`config.mk`:
```
export PLATFORM = sky130hd
export DESIGN_NAME = bounded_multiset_table_flat
export DESIGN_NICKNAME = d
export VERILOG_FILES = /design/src/rtl/core/bmt_pkg.sv /design/src/rtl/core/bmt_req_if.sv /design/src/rtl/core/bmt_rsp_if.sv /design/src/rtl/core/bmt_cell.sv /design/src/rtl/core/bounded_multiset_table.sv /design/src/flat_wrapper.sv
export SDC_FILE = /design/constraint.sdc
export NUM_CORES = 2
export LEC_CHECK = 0
export ABC_AREA = 1
export BUFFER_PORTS_ARGS = -buffer_cell sky130_fd_sc_hd__buf_2
export CELL_PAD_IN_SITES_DETAIL_PLACEMENT = 0
export CELL_PAD_IN_SITES_GLOBAL_PLACEMENT = 1
export CORE_MARGIN = 5
export CORE_UTILIZATION = 45
export CTS_BUF_LIST = sky130_fd_sc_hd__clkbuf_16
export DETAILED_ROUTE_END_ITERATION = 8
export HOLD_SLACK_MARGIN = 0.02
export PLACE_DENSITY = 0.81
export SLEW_MARGIN = 20
export SYNTH_ARGS = -nofsm -noshare
export SYNTH_HDL_FRONTEND = slang
export SYNTH_SLANG_ARGS = --single-unit
export TNS_END_PERCENT = 5
```
`constraint.sdc`:
```
create_clock -name clk_i -period 4.4 [get_ports clk_i]
set_clock_uncertainty 0.1 [all_clocks]
set_input_delay 0.88 -clock clk_i [delete_from_list [all_inputs] [get_ports clk_i]]
set_output_delay 0.88 -clock clk_i [all_outputs]
set_load 0.01 [all_outputs]
```
`src/rtl/core/bmt_pkg.sv`:
```
// Shared types and constants for the bounded multiset table.
package bmt_pkg;

  localparam int unsigned CAPACITY_DEF = 16;
  localparam int unsigned VALUE_W      = 32;
  localparam int unsigned CMD_W        = 2;
  localparam int unsigned FIELD_W      = 5;

  typedef enum logic [CMD_W-1:0] {
    CMD_ADD    = 2'd0,
    CMD_REMOVE = 2'd1,
    CMD_COUNT  = 2'd2,
    CMD_CLEAR  = 2'd3
  } cmd_e;

  typedef enum logic [2:0] {
    ST_IDLE   = 3'b001,
    ST_SCAN   = 3'b010,
    ST_FINISH = 3'b100
  } state_e;

endpackage

```
`src/rtl/core/bmt_req_if.sv`:
```
// Request channel: command and value with valid/ready handshake.
interface bmt_req_if;
  logic                                 valid;
  logic                                 ready;
  logic [bmt_pkg::CMD_W-1:0]            command;
  logic signed [bmt_pkg::VALUE_W-1:0]   value;

  modport source (output valid, output command, output value, input ready);
  modport sink   (input valid, input command, input value, output ready);
endinterface

```
`src/rtl/core/bmt_rsp_if.sv`:
```
// Response channel: success, match count and occupancy with valid/ready handshake.
interface bmt_rsp_if;
  logic                         valid;
  logic                         ready;
  logic                         success;
  logic [bmt_pkg::FIELD_W-1:0]  match_count;
  logic [bmt_pkg::FIELD_W-1:0]  occupancy;

  modport source (output valid, output success, output match_count, output occupancy,
                  input ready);
  modport sink   (input valid, input success, input match_count, input occupancy,
                  output ready);
endinterface

```
`src/rtl/core/bmt_cell.sv`:
```
// One table cell: holds an entry and advances the scan probe by one position.
module bmt_cell #(
  parameter int unsigned CAPACITY = bmt_pkg::CAPACITY_DEF,
  parameter int unsigned IDX      = 0,
  localparam int unsigned CW      = $clog2(CAPACITY + 1),
  localparam int unsigned PW      = (CAPACITY > 1) ? $clog2(CAPACITY) : 1
) (
  input  logic                        clk_i,
  input  logic                        rst_ni,
  input  logic [bmt_pkg::VALUE_W-1:0] key_i,
  input  logic [CW-1:0]               count_i,
  input  logic                        wr_en_i,
  input  logic [PW-1:0]               wr_idx_i,
  input  logic [bmt_pkg::VALUE_W-1:0] wr_data_i,
  input  logic                        probe_valid_i,
  input  logic [CW-1:0]               hits_i,
  input  logic                        found_i,
  input  logic [PW-1:0]               pos_i,
  input  logic [bmt_pkg::VALUE_W-1:0] last_i,
  output logic                        probe_valid_o,
  output logic [CW-1:0]               hits_o,
  output logic                        found_o,
  output logic [PW-1:0]               pos_o,
  output logic [bmt_pkg::VALUE_W-1:0] last_o
);

  logic [bmt_pkg::VALUE_W-1:0] entry_q;
  logic                        valid_q;
  logic [CW-1:0]               hits_q, hits_d;
  logic                        found_q, found_d;
  logic [PW-1:0]               pos_q, pos_d;
  logic [bmt_pkg::VALUE_W-1:0] last_q, last_d;
  logic                        in_use;
  logic                        hit;

  // Only occupied positions take part in the scan.
  assign in_use = (CW'(IDX) < count_i);
  assign hit    = in_use && (entry_q == key_i);

  always_comb begin
    hits_d  = hits_i + CW'(hit);
    found_d = found_i | hit;
    pos_d   = found_i ? pos_i : PW'(IDX);
    // Pick up the last occupied entry as the probe passes it.
    last_d  = (CW'(IDX + 1) == count_i) ? entry_q : last_i;
  end

  always_ff @(posedge clk_i) begin
    if (wr_en_i && (wr_idx_i == PW'(IDX))) begin
      entry_q <= wr_data_i;
    end
  end

  always_ff @(posedge clk_i or negedge rst_ni) begin
    if (!rst_ni) begin
      valid_q <= 1'b0;
    end else begin
      valid_q <= probe_valid_i;
    end
  end

  always_ff @(posedge clk_i) begin
    hits_q  <= hits_d;
    found_q <= found_d;
    pos_q   <= pos_d;
    last_q  <= last_d;
  end

  assign probe_valid_o = valid_q;
  assign hits_o        = hits_q;
  assign found_o       = found_q;
  assign pos_o         = pos_q;
  assign last_o        = last_q;

endmodule

```
`src/rtl/core/bounded_multiset_table.sv`:
```
// Top level of the bounded multiset table: cell chain, sequencer and result register.
//
// Usage: requests arrive on req_i (command, value) and each one returns exactly
// one beat on rsp_o (success, match_count, occupancy). Add stores the value at
// the first free position; remove overwrites the first match with the last
// entry; count reports how many occupied entries equal the value; clear empties
// the table.
// Timing: add and clear put their result beat up in the cycle after acceptance.
// Remove and count send a probe down the chain of CAPACITY cells, one cell per
// cycle; the scan result is then latched in ST_SCAN and moved into the result
// register in ST_FINISH once that register is free.
// Throughput: one request at a time; add and clear every cycle when the result
// is drained; remove and count hold off new requests until their beat is written.
// Reset: occupancy clears to zero and no beat is pending; stored entries are
// left as they are and only read below the occupancy.
// Stall: the result register holds while rsp_o.ready is low; a new request is
// taken only when that register is free or being drained in the same cycle.
module bounded_multiset_table #(
  parameter int unsigned CAPACITY = bmt_pkg::CAPACITY_DEF
) (
  input  logic      clk_i,
  input  logic      rst_ni,
  bmt_req_if.sink   req_i,
  bmt_rsp_if.source rsp_o
);

  localparam int unsigned CW = $clog2(CAPACITY + 1);
  localparam int unsigned PW = (CAPACITY > 1) ? $clog2(CAPACITY) : 1;
  localparam int unsigned VW = bmt_pkg::VALUE_W;
  localparam int unsigned FW = bmt_pkg::FIELD_W;

  bmt_pkg::state_e state_q, state_d;
  bmt_pkg::cmd_e   cmd_q, req_cmd;
  logic [VW-1:0]   key_q;
  logic [VW-1:0]   scan_key;
  logic [CW-1:0]   count_q, count_d;

  // Pending result of a scan, held until the result register frees up.
  logic            res_success_q, res_success_d;
  logic [FW-1:0]   res_hits_q, res_hits_d;

  // Result register.
  logic            out_valid_q, out_valid_d;
  logic            out_success_q, out_success_d;
  logic [FW-1:0]   out_hits_q, out_hits_d;
  logic [FW-1:0]   out_occ_q, out_occ_d;

  logic            accept;
  logic            out_free;
  logic            start_probe;
  logic            wr_en;
  logic [PW-1:0]   wr_idx;
  logic [VW-1:0]   wr_data;

  // Probe chain between cells.
  logic            pv    [CAPACITY+1];
  logic [CW-1:0]   phits [CAPACITY+1];
  logic            pfound[CAPACITY+1];
  logic [PW-1:0]   ppos  [CAPACITY+1];
  logic [VW-1:0]   plast [CAPACITY+1];

  assign req_cmd  = bmt_pkg::cmd_e'(req_i.command);
  assign out_free = !out_valid_q || rsp_o.ready;
  assign req_i.ready = (state_q == bmt_pkg::ST_IDLE) && out_free;
  assign accept   = req_i.valid && req_i.ready;

  // The first cell sees the probe in the accept cycle, before key_q loads,
  // so hand it the request value directly in that cycle.
  assign scan_key = accept ? req_i.value : key_q;

  // Inject a fresh probe at the head of the chain.
  assign pv[0]     = start_probe;
  assign phits[0]  = '0;
  assign pfound[0] = 1'b0;
  assign ppos[0]   = '0;
  assign plast[0]  = '0;

  for (genvar i = 0; i < CAPACITY; i++) begin : g_cell
    bmt_cell #(
      .CAPACITY (CAPACITY),
      .IDX      (i)
    ) u_cell (
      .clk_i         (clk_i),
      .rst_ni        (rst_ni),
      .key_i         (scan_key),
      .count_i       (count_q),
      .wr_en_i       (wr_en),
      .wr_idx_i      (wr_idx),
      .wr_data_i     (wr_data),
      .probe_valid_i (pv[i]),
      .hits_i        (phits[i]),
      .found_i       (pfound[i]),
      .pos_i         (ppos[i]),
      .last_i        (plast[i]),
      .probe_valid_o (pv[i+1]),
      .hits_o        (phits[i+1]),
      .found_o       (pfound[i+1]),
      .pos_o         (ppos[i+1]),
      .last_o        (plast[i+1])
    );
  end

  always_comb begin
    state_d       = state_q;
    count_d       = count_q;
    res_success_d = res_success_q;
    res_hits_d    = res_hits_q;
    out_valid_d   = out_valid_q && !rsp_o.ready;
    out_success_d = out_success_q;
    out_hits_d    = out_hits_q;
    out_occ_d     = out_occ_q;
    start_probe   = 1'b0;
    wr_en         = 1'b0;
    wr_idx        = count_q[PW-1:0];
    wr_data       = req_i.value;

    case (state_q)
      bmt_pkg::ST_IDLE: begin
        if (accept) begin
          case (req_cmd)
            bmt_pkg::CMD_ADD: begin
              // Append when there is room; report the new occupancy either way.
              if (count_q < CW'(CAPACITY)) begin
                wr_en   = 1'b1;
                count_d = count_q + CW'(1);
              end
              out_valid_d   = 1'b1;
              out_success_d = (count_q < CW'(CAPACITY));
              out_hits_d    = '0;
              out_occ_d     = FW'(count_d);
            end
            bmt_pkg::CMD_CLEAR: begin
              count_d       = '0;
              out_valid_d   = 1'b1;
              out_success_d = 1'b1;
              out_hits_d    = '0;
              out_occ_d     = '0;
            end
            default: begin
              // Remove and count walk the chain.
              start_probe = 1'b1;
              state_d     = bmt_pkg::ST_SCAN;
            end
          endcase
        end
      end
      bmt_pkg::ST_SCAN: begin
        if (pv[CAPACITY]) begin
          if (cmd_q == bmt_pkg::CMD_REMOVE) begin
            // Move the last entry into the hole and shrink.
            if (pfound[CAPACITY]) begin
              wr_en   = 1'b1;
              wr_idx  = ppos[CAPACITY];
              wr_data = plast[CAPACITY];
              count_d = count_q - CW'(1);
            end
            res_success_d = pfound[CAPACITY];
            res_hits_d    = '0;
          end else begin
            res_success_d = (phits[CAPACITY] != '0);
            res_hits_d    = FW'(phits[CAPACITY]);
          end
          state_d = bmt_pkg::ST_FINISH;
        end
      end
      bmt_pkg::ST_FINISH: begin
        if (out_free) begin
          out_valid_d   = 1'b1;
          out_success_d = res_success_q;
          out_hits_d    = res_hits_q;
          out_occ_d     = FW'(count_q);
          state_d       = bmt_pkg::ST_IDLE;
        end
      end
      default: begin
        state_d = bmt_pkg::ST_IDLE;
      end
    endcase
  end

  always_ff @(posedge clk_i or negedge rst_ni) begin
    if (!rst_ni) begin
      state_q     <= bmt_pkg::ST_IDLE;
      count_q     <= '0;
      out_valid_q <= 1'b0;
    end else begin
      state_q     <= state_d;
      count_q     <= count_d;
      out_valid_q <= out_valid_d;
    end
  end

  // Payload registers: hold request fields and results, no reset needed.
  always_ff @(posedge clk_i) begin
    if (accept) begin
      cmd_q <= req_cmd;
      key_q <= req_i.value;
    end
    res_success_q <= res_success_d;
    res_hits_q    <= res_hits_d;
    out_success_q <= out_success_d;
    out_hits_q    <= out_hits_d;
    out_occ_q     <= out_occ_d;
  end

  assign rsp_o.valid       = out_valid_q;
  assign rsp_o.success     = out_success_q;
  assign rsp_o.match_count = out_hits_q;
  assign rsp_o.occupancy   = out_occ_q;

endmodule
```
`src/flat_wrapper.sv`:
```
// flat-port wrapper written by rule: the top's interface ports become plain ports
module bounded_multiset_table_flat 
#(
  parameter int unsigned CAPACITY = bmt_pkg::CAPACITY_DEF
)
  (clk_i, rst_ni, req_i_valid, req_i_command, req_i_value, req_i_ready, rsp_o_valid, rsp_o_success, rsp_o_match_count, rsp_o_occupancy, rsp_o_ready);
  bmt_req_if req_i_i ();
  bmt_rsp_if rsp_o_i ();
  input  logic clk_i;
  input  logic rst_ni;
  input wire logic [$bits(req_i_i.valid)-1:0] req_i_valid;
  input wire logic [$bits(req_i_i.command)-1:0] req_i_command;
  input wire logic [$bits(req_i_i.value)-1:0] req_i_value;
  output wire logic [$bits(req_i_i.ready)-1:0] req_i_ready;
  output wire logic [$bits(rsp_o_i.valid)-1:0] rsp_o_valid;
  output wire logic [$bits(rsp_o_i.success)-1:0] rsp_o_success;
  output wire logic [$bits(rsp_o_i.match_count)-1:0] rsp_o_match_count;
  output wire logic [$bits(rsp_o_i.occupancy)-1:0] rsp_o_occupancy;
  input wire logic [$bits(rsp_o_i.ready)-1:0] rsp_o_ready;
  assign req_i_i.valid = req_i_valid;
  assign req_i_i.command = req_i_command;
  assign req_i_i.value = req_i_value;
  assign req_i_ready = req_i_i.ready;
  assign rsp_o_valid = rsp_o_i.valid;
  assign rsp_o_success = rsp_o_i.success;
  assign rsp_o_match_count = rsp_o_i.match_count;
  assign rsp_o_occupancy = rsp_o_i.occupancy;
  assign rsp_o_i.ready = rsp_o_ready;
  bounded_multiset_table #(.CAPACITY(CAPACITY)) u_core (.clk_i(clk_i), .rst_ni(rst_ni), .req_i(req_i_i), .rsp_o(rsp_o_i));
endmodule
```
-- Word-level counts from Yosys, hierarchy flattened
Cells that the tools add are included.
- muxes and demuxes: 62
- equal/unequal tests: 60
- $lt $le $gt $ge: 17
- add/subtract/negate cells: 17
- reductions and logical operators: 49
- bitwise logic cells: 15
- operators by type and width (kind ; count):
    2-to-1 mux 32 bit ; 20
    equality test 32 bit ; 16
    adder 5 x 1 -> 5 bit ; 13
    2-to-1 mux 5 bit ; 9
    equality test 4 x 5 -> 1 bit, first input constant ; 8
    less-than comparator 4 x 5 -> 1 bit, first input constant ; 8
    case mux 5 bit (2 select lines) ; 4
    logical AND 1 bit ; 35
    equality test 4 bit, second input constant ; 8
    equality test 3 x 5 -> 1 bit, first input constant ; 4
    less-than comparator 3 x 5 -> 1 bit, first input constant ; 4
    equality test 4 x 3 -> 1 bit, second input constant ; 4
    2-to-1 mux 1 bit ; 16
    2-to-1 mux 4 bit ; 4
    bitwise OR 1 bit ; 15
    2-to-1 mux 3 bit ; 4
    AND reduction 4 bit ; 3
    equality test 2 x 5 -> 1 bit, first input constant ; 2
    less-than comparator 1 x 5 -> 1 bit, first input constant ; 2
    less-than comparator 2 x 5 -> 1 bit, first input constant ; 2
    case mux 3 bit (3 select lines) ; 1
    equality test 4 x 2 -> 1 bit, second input constant ; 2
    != test 2 bit, second input constant ; 4
    case mux 1 bit (2 select lines) ; 4
    other kinds (24) ; 28
- input bits: 38
- output and inout bits: 13
- word-level logic and storage cells: 324
- register bits after elaboration: 1237

-- Logic depth before layout (Yosys ltp)
- word-level depth: 8
- depth in mapped cells: 19
- depth with buffers taken out: 18

-- Modules after synthesis
A second synthesis with hierarchy kept.
- cells, all modules: 5424
- area total of the unflattened synthesis: 53065.9 um2
- by module, submodules not included (module ; instances ; area an instance (um2) ; cells an instance ; seq. area each (um2)):
    bmt_cell (u_core.g_cell[12].u_cell) ; 1 ; 3321.9 ; 389 ; 1826.8
    bmt_cell (u_core.g_cell[15].u_cell) ; 1 ; 3253.1 ; 379 ; 1826.8
    bmt_cell (u_core.g_cell[13].u_cell) ; 1 ; 3250.6 ; 353 ; 1826.8
    bmt_cell (u_core.g_cell[1].u_cell) ; 1 ; 3205.6 ; 333 ; 1826.8
    bmt_cell (u_core.g_cell[14].u_cell) ; 1 ; 3148.0 ; 329 ; 1826.8
    bmt_cell (u_core.g_cell[8].u_cell) ; 1 ; 3125.5 ; 328 ; 1826.8
    bmt_cell (u_core.g_cell[4].u_cell) ; 1 ; 3121.7 ; 334 ; 1826.8
    bmt_cell (u_core.g_cell[9].u_cell) ; 1 ; 3116.7 ; 336 ; 1826.8
    bmt_cell (u_core.g_cell[5].u_cell) ; 1 ; 3114.2 ; 311 ; 1826.8
    bmt_cell (u_core.g_cell[3].u_cell) ; 1 ; 3096.7 ; 312 ; 1826.8
    bmt_cell (u_core.g_cell[11].u_cell) ; 1 ; 3094.2 ; 311 ; 1826.8
    bmt_cell (u_core.g_cell[2].u_cell) ; 1 ; 3084.2 ; 257 ; 1826.8
    bmt_cell (u_core.g_cell[0].u_cell) ; 1 ; 3080.5 ; 271 ; 1826.8
    bmt_cell (u_core.g_cell[6].u_cell) ; 1 ; 3078.0 ; 255 ; 1826.8
    +3 rows ; -- ; -- ; -- ; --

-- Least setup slack after synthesis
Ideal clock, no wire load.
- kind: flip-flop to flip-flop
- from: reg u_core.state_q[2]
- to: reg u_core.g_cell[4].u_cell.entry_q[0] in the netlist's numbering, enable pin
- path buffers: 1
- setup slack: 0.390 ns
- period minus slack after synthesis: 4.010 ns
- stages on the path, launching flop included: 11
- arrival: 3.489 ns
- required time: 3.879 ns
- library setup time: 0.421 ns
- path through: dfrtp_1 > nor3_1 > inv_1 > nor2_1 > nand2_1 > buf_2 > o21ai_0 > inv_1 > nor2_1 > nand2_1 > nor2_1
- longest elaborated chain between the ends: 6
- elaborated cells between the ends (all ways): 9
- those cells by class: eq/ne (3); mux (3); reduce/logical (3)
- RTL lines (item ; line ; text):
    start: declaration ; bounded_multiset_table.sv:32 ; bmt_pkg::state_e state_q, state_d;
    start signal: assignment ; bounded_multiset_table.sv:183 ; state_q <= bmt_pkg::ST_IDLE;
    start signal: assignment ; bounded_multiset_table.sv:187 ; state_q <= state_d;
    equality test 3 x 1 -> 1 bit ; bounded_multiset_table.sv:64, bounded_multiset_table.sv:117 ;
    logical AND 1 bit ; bounded_multiset_table.sv:64 ; assign req_i.ready = (state_q == bmt_pkg::ST_IDLE) && out_free;
    logical AND 1 bit ; bounded_multiset_table.sv:65 ; assign accept = req_i.valid && req_i.ready;
    2-to-1 mux 1 bit ; bounded_multiset_table.sv:119 ; if (accept) begin
    case mux 1 bit (2 select lines) ; bounded_multiset_table.sv:117 ; case (state_q)
    logical AND 1 bit * ; bmt_cell.sv:49 ; if (wr_en_i && (wr_idx_i == PW'(IDX))) begin
    end signal: assignment ; bmt_cell.sv:50 ; entry_q <= wr_data_i;
    end: declaration ; bmt_cell.sv:27 ; logic [bmt_pkg::VALUE_W-1:0] entry_q;
Every way passes the cells marked *; elsewhere a longest branch is shown, timed or not.
A chain may end at the register's enable or synchronous reset.

-- Final worst setup path
- from: reg u_core.state_q[0]
- to: reg u_core.g_cell[4].u_cell.hits_q[2]
- longest elaborated chain between the ends: 7
- RTL lines (item ; line ; text):
    equality test 3 x 1 -> 1 bit ; bounded_multiset_table.sv:64 ;
    logical AND 1 bit ; bounded_multiset_table.sv:64 ;
    logical AND 1 bit ; bounded_multiset_table.sv:65 ;
    2-to-1 mux 32 bit ; -- ;
    named net u_core.g_cell[0].u_cell.key_i, one bit ; bmt_cell.sv:10 ; input logic [bmt_pkg::VALUE_W-1:0] key_i,
    equality test 32 bit ; bmt_cell.sv:38 ; assign hit = in_use && (entry_q == key_i);
    logical AND 1 bit ; bmt_cell.sv:38 ;
    adder 5 x 1 -> 5 bit ; bmt_cell.sv:41 ; hits_d = hits_i + CW'(hit);
    named net u_core.g_cell[4].u_cell.hits_d[2] ; bmt_cell.sv:29 ; logic [CW-1:0] hits_q, hits_d;
    end signal: assignment ; bmt_cell.sv:63 ; hits_q <= hits_d;
    end: declaration ; bmt_cell.sv:29 ;
The timed path passes the listed nets, and every way through them passes these cells.

==> impl_metrics.toml <==
[setup_path]
critPathRequiredTime_ns = 4.93
rrSetupSlack_ns = 0.20
worstRegToRegCells = 16
arrival_ns = 4.72
endpoint = "u_core.g_cell[4].u_cell.hits_o[2]"
worst_path_most_repeated_cell = "nand2_1"
criticalPathCategory = "reg2reg"
worst_setup_path_start_kind = "flop"
end_kind = "flop"
r2r-end = "u_core.g_cell[4].u_cell.hits_o[2]"
path_cells = "nand2_2, nor2_8, nand3_4, nand2_1, nand2_2, inv_1, nand2_1, nand2_1, nor2_1, nand2_1, nor2_1, nand3_1, nor2_1, ha_1, ha_1, xor2_1"
crit_start = "u_core.state_q[0]"
worstPathMaxFanout = 21
cpMaxStageDelayCell = "inv_1"
r2r-start = "u_core.state_q[0]"
cpPeakStageDelay_ns = 0.78

[synthesis]
ys_types = 44
synth_flop_cell = "dfxtp_1"
synth_edf_count = 531
syn_inst = 6224
syn_avg_cell_area_um2 = 8.28
synth_area_um2 = 51500
synth.area.mux_share = 0.00590
yosys.area_share.simple = 0.255
ys_async_sr_fraction = 0.0203
synthAdderAreaFrac = 0.00947
synth-compound-area-share = 0.0607
synth_xor_area_frac = 0.0133
ys_seq_area_frac = 0.585
synth_nets = 6301
ys_warn_count = 0
ys_seq_elements = 1234
synth_top_family_by_area = "simple AND/OR/NAND/NOR gates"

[global_route]
grt_overflow = 0
antenna_found_initial = 24
grt_pass1_wl_um = 326000
track_usage = 0.391
grt_pass1_vias = 42300
grt_max_degree = 64

[cells_and_area]
regArea_um2 = 30100
n_fill_cell = 10800
drive_gt1_frac = 0.102
finalCoreUtilization = 0.529
area_delta_synth_final_pct = 17.0
multi_input_area_um2 = 18100
layout.nets = 6572

[timing]
slew_headroom = 0.0888
fmax_ghz = 0.238
finalSetupViolations = 0
period_needed_ns = 4.20
setup_tns_ns = 0
rsz0062_at_grt = "no"
finalMaxSlewViolations = 0
tightest_slew_ns = 1.37
hold_viol = 0
period_share = 0.954

[pwr]
p_per_area_nw_per_um2 = 741
ir_drop_uv = 449
p_leak_nw = 28.1

[floorplanning]
io_pins = 51
dieArea_um2 = 121000
start_util = 0.452
std_cell_rows = 124
die_h_um = 348
dieWidth_um = 348
core_area_um2 = 114000

[routing]
drt_iter0_markers = 6689
route.detailed.drc = 0
vias_per_cell = 5.59
wl_per_cell_um = 30.0
routed_wl_um = 244000
vias = 45400
dr.pass1.iters = 9
antenna_left = 0

[cts]
h-tree-depth = 4
root_buffer = "clkbuf_16"
cts_sinks = 1234
cts_tree = "done"
postCtsHoldBufs = 0
clkTransAtPathRegs_ns = 0.06
clock_path_buffers = 3
cts_setup_buffers = 0
cts_resized = 0
cts_buffers = 136
clk_latency_ns = 0.76

[job]
drv_cap = 0

[placement]
routabilityCongestion = 1.04
dp.final_hpwl_um = 180000
numPortBuffers = 50

[worst_hold_path]
hp-class = "in2async"

[outcome]
status = "complete, no violations"
-- power by group --
part / total, W / internal (W) / switching (W)
sequential: 0.0151 / 0.0142 / 0.000948
clock: 0.0116 / 0.00679 / 0.00486
combinational: 0.0179 / 0.00432 / 0.0136
-- flip-flops by register name (all words and copies together) (netlist names), 3 cells and up --
register                            flops
u_core.count_q                          5
u_core.g_cell.u_cell.entry_q          512
u_core.g_cell.u_cell.found_o           15
u_core.g_cell.u_cell.hits_o            70
u_core.g_cell.u_cell.last_o           512
u_core.g_cell.u_cell.pos_o             49
u_core.g_cell.u_cell.probe_valid_o     16
u_core.key_q                           32
u_core.res_hits_q                       5
u_core.rsp_o.match_count                5
u_core.rsp_o.occupancy                  5
u_core.state_q                          3
-- cells by family after synthesis --
logic type,Yosys count
multiplexers,27
flip-flops,1234
XOR/XNOR,78
buffers and inverters,935
adder cells (fa/ha/maj),39
AND/OR/NAND/NOR,3294
AO/OA/AOI/OAI,617
-- layout make-up --
class | count | area share
Clock buffer | 145 | 0.0602
Clock inverter | 107 | 0.0150
Antenna cell | 15 | 0.000622
Sequential cell | 1234 | 0.500
Inverter | 741 | 0.0461
Timing Repair Buffer | 327 | 0.0462
Tap cell | 1512 | 0.0314
Multi-Input combinational cell | 4055 | 0.301
-- critical path, delay by kind of cell, from the launching register on --
kind / cells / cell delay, ns
XOR/XNOR: 1 / 0.16
adder cells (fa/ha/maj): 2 / 0.42
buffers and inverters: 1 / 0.78
flip-flops: 1 / 0.58
AND/OR/NAND/NOR: 12 / 1.97
-- how the worst min path moves through the flow --
stage | from | end | slack [ns]
3_5_place_dp | u_core.g_cell[10].u_cell.probe_valid_o | u_core.g_cell[11].u_cell.probe_valid_o | 0.23
4_1_cts | rst_ni | u_core.g_cell[0].u_cell.probe_valid_o | 0.04
2_1_floorplan | u_core.g_cell[9].u_cell.probe_valid_o | u_core.g_cell[10].u_cell.probe_valid_o | 0.23
5_1_grt | rst_ni | u_core.g_cell[0].u_cell.probe_valid_o | 0.09
6_report | rst_ni | u_core.g_cell[2].u_cell.probe_valid_o | 0.06
3_3_place_gp | u_core.g_cell[0].u_cell.probe_valid_o | u_core.g_cell[1].u_cell.probe_valid_o | 0.24
-- cells in the final DEF, fill, tap and decap left out, types with 7 or more instances in the layout --
cell type,synthesis,layout
o21ai_0,552,521
nand3_1,272,268
xnor2_1,25,25
clkbuf_16,0,145
buf_12,0,35
clkinvlp_4,0,7
mux2_2,27,27
xor2_1,53,53
o21ai_1,9,9
o21ai_4,1,15
nor3b_1,8,8
clkinv_1,2,26
edfxtp_1,531,531
nor2_4,0,14
a21oi_1,42,42
nand2_2,22,33
nand2_1,2309,2298
bufinv_16,0,14
dfxtp_1,678,678
inv_1,737,768
clkinv_2,0,15
nor2_1,564,546
nor3_1,16,16
nand3b_1,23,23
buf_2,54,50
dfrtp_1,24,24
or2_2,29,29
diode_2,0,15
o21ai_2,0,17
buf_4,16,241
nand4_1,39,39
ha_1,39,39
-- Yosys cell counts (2+ instances only) --
library cell  number  area [µm²]
nand4_1           39         244
or2_2             29         181
o21ai_1            9        45.0
buf_2             54         270
o21ai_0          552        2760
clkbuf_1         121         454
o211ai_1           5        37.5
o22ai_1            3        18.8
clkinv_1           2        7.51
nand3b_1          23         173
nand3_2            2        20.0
nor2_1           564        2120
mux2_2            27         304
nand3_1          272        1360
nor3_1            16        80.1
dfxtp_1          678       13600
nand2_2           22         138
edfxtp_1         531       15900
ha_1              39         488
and3_1             3        18.8
xor2_1            53         464
a21oi_1           42         210
nor3b_1            8        60.1
inv_2              2        7.51
buf_1              3        11.3
buf_4             16         120
nand2_1         2309        8670
inv_1            737        2770
dfrtp_1           24         601
xnor2_1           25         219
-- stage by stage --
stage               power [W]  worst slack (ns)  hold WS (ns)  instances  area (µm²)
floorplan              0.0229             0.390         0.231       6224       51500
global placement       0.0323            0.0562         0.237       7867       55700
detailed placement     0.0323            0.0744         0.235       7869       55700
CTS                    0.0439             0.446        0.0366       8121       60300
global route           0.0458             0.232        0.0882       8128       60300
finish                 0.0447             0.201        0.0616       8136       60300
-- metal layers --
layer | part of all wire | track usage | routed length (µm) | vias to the layer above
met3 | 0.11 | 0.0902 | 27900 | 778
met4 | 0.094 | 0.290 | 23000 | 2
met1 | 0.37 | 0.502 | 91100 | 21400
met2 | 0.42 | 0.577 | 102000 | 3125
li1 | - | - | - | 20200
met5 | 0.000078 | 0 | 19 | -
No activity file was read; power rests on OpenSTA's default activity.
